<file path="src/rtl/spbs_pkg.sv">
package spbs_pkg;

  // Coordinate format: signed Q16.8.
  localparam int CW = 24;
  // Smoothing factor: unsigned Q2.14.
  localparam int SMOOTH_W = 16;
  localparam logic [SMOOTH_W-1:0] SMOOTH_RESET = 16'd16384;

  // Offset datapath widths.
  localparam int PROD_W = CW + SMOOTH_W;
  localparam int X_W    = PROD_W + 1 - 14;
  localparam int Q_W    = CW + 1;
  localparam int OFF_W  = CW + 2;
  localparam int SUM_W  = CW + 3;

  // Rounding terms: half of 3*2^14 and of 6*2^14.
  localparam logic [PROD_W:0] HALF3 = (PROD_W+1)'(3 * (1 << 13));
  localparam logic [PROD_W:0] HALF6 = (PROD_W+1)'(3 * (1 << 14));
  // ceil(2^33 / 3): exact division by three for values below 2^32.
  localparam logic [31:0] RECIP3 = 32'hAAAA_AAAB;
  localparam int RECIP3_SHIFT = 33;

  localparam logic signed [SUM_W-1:0] SAT_HI = SUM_W'((1 << (CW - 1)) - 1);
  localparam logic signed [SUM_W-1:0] SAT_LO = -SAT_HI - SUM_W'(1);

  typedef enum logic [1:0] {
    CMD_MOVE  = 2'd0,
    CMD_LINE  = 2'd1,
    CMD_CURVE = 2'd2
  } cmd_t;

  // What one accepted item produces.
  typedef enum logic [1:0] {
    PLAN_MOVE,
    PLAN_LINE,
    PLAN_CURVE,
    PLAN_TWO
  } plan_t;

  typedef struct packed {
    plan_t                 plan;
    logic                  last;
    logic                  div_a6;
    logic signed [CW-1:0]  ax;
    logic signed [CW-1:0]  ay;
    logic signed [CW-1:0]  bx;
    logic signed [CW-1:0]  by;
    logic signed [CW-1:0]  px;
    logic signed [CW-1:0]  py;
    logic                  neg_ax;
    logic                  neg_ay;
    logic                  neg_bx;
    logic                  neg_by;
    logic                  neg_cx;
    logic                  neg_cy;
  } info_t;

  typedef struct packed {
    cmd_t                  command;
    logic signed [CW-1:0]  ctrl1_x;
    logic signed [CW-1:0]  ctrl1_y;
    logic signed [CW-1:0]  ctrl2_x;
    logic signed [CW-1:0]  ctrl2_y;
    logic signed [CW-1:0]  end_x;
    logic signed [CW-1:0]  end_y;
    logic                  path_end;
  } res_t;

  // Clamp a widened sum to the coordinate range.
  function automatic logic signed [CW-1:0] sat_coord(input logic signed [SUM_W-1:0] v);
    logic signed [SUM_W-1:0] c;
    c = v;
    if (v > SAT_HI) begin
      c = SAT_HI;
    end else if (v < SAT_LO) begin
      c = SAT_LO;
    end
    return c[CW-1:0];
  endfunction

endpackage

</file>
<file path="src/rtl/spbs_offset_lane.sv">
module spbs_offset_lane (
  input  logic                          clk,
  input  logic                          en,
  input  logic [spbs_pkg::CW-1:0]       mag,
  input  logic [spbs_pkg::SMOOTH_W-1:0] smoothing,
  input  logic                          div6,
  output logic [spbs_pkg::Q_W-1:0]      q
);
  import spbs_pkg::*;

  logic [PROD_W-1:0]    prod_r;
  logic                 div6_r;
  logic [PROD_W:0]      sum_nxt;
  logic [X_W-1:0]       x_nxt;
  logic [X_W-1:0]       x_r;
  logic [X_W+31:0]      full_nxt;
  logic [Q_W-1:0]       q_r;

  // Add the rounding half and drop the power-of-two part of the divisor.
  always_comb begin
    sum_nxt = {1'b0, prod_r} + (div6_r ? HALF6 : HALF3);
    if (div6_r) begin
      x_nxt = {1'b0, sum_nxt[PROD_W:15]};
    end else begin
      x_nxt = sum_nxt[PROD_W:14];
    end
  end

  // The remaining division by three is a multiply by the reciprocal.
  assign full_nxt = (X_W+32)'(x_r) * (X_W+32)'(RECIP3);

  // Three stages: magnitude times smoothing, scaled value, quotient.
  always_ff @(posedge clk) begin
    if (en) begin
      prod_r <= PROD_W'(mag) * PROD_W'(smoothing);
      div6_r <= div6;
      x_r    <= x_nxt;
      q_r    <= full_nxt[RECIP3_SHIFT +: Q_W];
    end
  end

  assign q = q_r;

endmodule

</file>
<file path="config.mk">
export PLATFORM = sky130hd
export DESIGN_NAME = spbs_offset_lane
export DESIGN_NICKNAME = d
export VERILOG_FILES = /design/src/rtl/spbs_pkg.sv /design/src/rtl/spbs_offset_lane.sv
export SDC_FILE = /design/constraint.sdc
export NUM_CORES = 2
export LEC_CHECK = 0
export ABC_AREA = 1
export BUFFER_PORTS_ARGS = -buffer_cell sky130_fd_sc_hd__buf_2
export CORE_MARGIN = 10
export CORE_UTILIZATION = 40
export CTS_CLUSTER_SIZE = 30
export DETAILED_ROUTE_END_ITERATION = 10
export PLACE_DENSITY = 0.54
export SLEW_MARGIN = 5
export SYNTH_ARGS = -nofsm -noshare
export SYNTH_HDL_FRONTEND = slang
export SYNTH_SLANG_ARGS = --single-unit
</file>
<file path="constraint.sdc">
create_clock -name clk -period 6.05 [get_ports clk]
set_clock_uncertainty 0.2 [all_clocks]
set_input_delay 0.605 -clock clk [delete_from_list [all_inputs] [get_ports clk]]
set_output_delay 0.605 -clock clk [all_outputs]
set_load 0.02 [all_outputs]
</file>
==> metrics.md <==
| Metric | Value |
|---|---|
| CP Data Arrival Time | `a little under 6 ns` |
| Multiplexer area fraction after synthesis | `0.000741` |
| Worst setup SP type | `register` |
| Hold slack | `a little over 0.2 ns` |
| CP max FO | `4` |
| First-pass GRT wire length | `125,000 um` |
| Die height | `around 280 um` |
| Post-Synth XOR/XNOR Area | `0.0172` |
| Register area share after synthesis | `0.0890` |
| Synth Register Bits | `80` |
| Fill count | `roughly 6.7k` |
| Detailed Routing Iterations Pass 1 | `5` |
| Antenna Cells | `0` |
| ANT nets after route | `0` |
| GR Overflow Total | `0` |
| Largest delay share family, worst path | `adder cells` |
| Post-route design area | `32,200 um^2` |
| Total Neg Setup Slack | `0 ns` |
| Via count | `about 22k` |
| Post-route DRC | `0` |
| Worst-path cell chain | `ha_4, fa_2, fa_2, buf_6, fa_1, fa_1, inv_1, fa_1, inv_1, fa_1, ha_1, a21oi_2, o21ai_2, a21oi_1, buf_4, o21ai_1, nand2_1, nand3_1, nand2_1, nand2_1` |
| Placer congestion estimate | `0.923` |
| Slowest stage delay, CP | `0.58 ns` |
| Most frequent cell on the critical path | `fa_1` |
| Critical Setup Path Class | `reg2reg` |
| Final #Nets | `4,588` |
| DR WL/cell | `16.6 um` |
| Htree depth | `3` |
| DR WL met3 | `3410 um` |
| CTS tree | `built` |
| Post-synthesis compound-gate area fraction | `0.0530` |
| Critical path capture point type | `register` |
| Max-slew headroom | `0.537` |
| Met2 WL | `36,100 um` |
| Initial core utilization | `0.403` |
| EDFF count, synth | `80` |
| Area delta synth->final | `19.2%` |
| Mapped Area | `27,000 um^2` |
| WP buf/inv | `4` |
| Final wirelength | `76,500 um` |
| Synthesized Nets | `4,262` |
| Top_reg_cell synth | `edfxtp_1` |
| Count of cell types in the netlist | `47` |
| Vias/cell | `4.80` |
| Main combinational cell family by area after synthesis | `adder cells` |
| Num CTS Buffers | `9` |
| Max Clk Rate | `168 MHz` |
| RSZ-0062 raised after global routing | `yes` |
| CP required | `5.99 ns` |
| Core Box Area | `67,000 um^2` |
| Multi-input gate area | `21,800 um^2` |
| Final setup viols | `0` |
| Clock slew seen by the registers of the worst setup and hold paths | `0.07 ns` |
| Syn Area/Cell | `7.96 um^2` |
| Synth Area in Adders | `0.524` |
| Final Hold Fails | `0` |
| I/O pin count | `68` |
| Total die area | `78,300 um^2` |
| Cells after Synth | `3,392` |
| Max-cap violation count | `0` |
| Outcome | `completed` |
| Warnings from Yosys | `0` |
| Row Count | `95` |
| DRT met1 WL | `roughly 36,000 um` |
| Post-DP Area | `30,700 um^2` |
| Number of port buffers | `67` |
| Clock Tree Buf Depth | `2` |
| Ys async rst share | `0` |
| Synth Area in Simple Gates | `0.172` |
| Initial antenna violation count | `0` |
| DR iter-0 viols | `1,242` |
| Overall Global Routing Usage | `0.202` |
| DP Wirelength | `between 60,000 and 70,000 um` |
| Layout cells sized above 1 | `0.177` |
| Fin crit period | `about 6.0 ns` |
| Vias in the first global route | `23.4k` |
| Slew Viols, Final | `0` |
| Clock sink total | `80` |
| DIE WIDTH | `280 um` |
| Cts hold-fix bufs | `0` |
| Hold Path Class | `in2reg` |
| Slowest cell on the critical path | `fa_2` |
| Fin crit share | `0.987` |
| Root buf cell | `clkbuf_16` |
| Largest net degree at the start of global routing | `56` |
| Clk_lat worst skew | `between 0.3 and 0.4 ns` |
| Highest metal used | `met4` |
| Register area | `2400 um^2` |
| Worst-margin pin slew | `0.694 ns` |
placed cells by master (no fill, tap or decap), types with 31 or more instances in the layout:
cell      instances
inv_1           927
a21oi_1          92
fa_1            484
buf_2            58
ha_1            291
nand3_1          72
nand2_1         768
a21oi_2          31
o21ai_0          46
edfxtp_1         80
buf_4           314
xor2_1           36
nor2_1          133
cell type report:
type                    count  share of cell area
multi-input cells        2279               0.677
flip-flops and latches     80              0.0746
repair buffers            398              0.0940
clock buffers               9             0.00700
clock inverters             7             0.00194
inverters                 950               0.111
well taps                 873              0.0339
registers in the layout (all words and copies together), names as in the netlist:
signal and cells:
x_r 27, prod_r 27, q 25, div6_r 1
worst register-to-register path, stage by stage, from the launching register on:
cell      delay, ns
edfxtp_1       0.44
ha_4           0.28
fa_2           0.58
fa_2           0.46
buf_6          0.16
fa_1           0.42
fa_1           0.54
inv_1          0.05
fa_1           0.53
inv_1          0.06
fa_1           0.51
ha_1           0.37
a21oi_2        0.29
o21ai_2        0.11
a21oi_1        0.21
buf_4          0.15
o21ai_1        0.06
nand2_1        0.10
nand3_1        0.08
nand2_1        0.07
nand2_1        0.05
path summary, 6_finish.rpt:
path                                  from      to  slack, ns  cells after the start
worst max-delay path                x_r[5]   q[15]       0.08                     20
worst min register to register  prod_r[20]  x_r[5]       0.56                      3
worst min-delay path                  div6  div6_r       0.20                      1
worst max register to register      x_r[5]   q[15]       0.08                     20
synthesized netlist by cell type (27+ instances only):
| library cell | count | area [um^2] |
|---|---|---|
| nand4_1 | 30 | 188 |
| clkbuf_1 | 79 | 297 |
| edfxtp_1 | 80 | 2400 |
| inv_1 | 948 | 3560 |
| xor2_1 | 36 | 315 |
| nor3_1 | 27 | 135 |
| nand3_1 | 77 | 385 |
| nor2_1 | 174 | 653 |
| o21ai_0 | 81 | 405 |
| a21oi_1 | 128 | 641 |
| fa_1 | 507 | 10100 |
| ha_1 | 320 | 4000 |
| nand2_1 | 799 | 3000 |
stage by stage:
stage               instances  setup slack, ns   util
global route             4596          -0.0952  0.480
CTS                      4587         0.000246  0.465
finish                   4596           0.0809  0.480
floorplan                3392          -0.0243      -
detailed placement       4568           -0.283  0.457
global placement         4568           -0.261  0.457
routing by layer:
layer / vias to the layer above / track usage
met1: 10879 / 0.281
met4: 0 / 0.0358
met2: 405 / 0.336
met5: - / 0
li1: 10723 / -
met3: 62 / 0.0252
timing repair:
item                       in CTS  in global routing
pin swaps                       9                 58
setup endpoints to repair      25                 37
cloned                          0                  0
setup buffers                   3                  9
gates resized for setup        77                240
cell families (layout without fill, tap and decap cells):
logic type,after synthesis,in the layout
adder cells (fa/ha/maj),827,827
buffers and inverters,1033,1364
AO/OA/AOI/OAI,259,259
multiplexers,2,2
XOR/XNOR,53,53
AND/OR/NAND/NOR,1138,1138
flip-flops,80,80
Power is not shown: default switching activity piles up to over one toggle a cycle in this logic, so the estimate is an artifact.
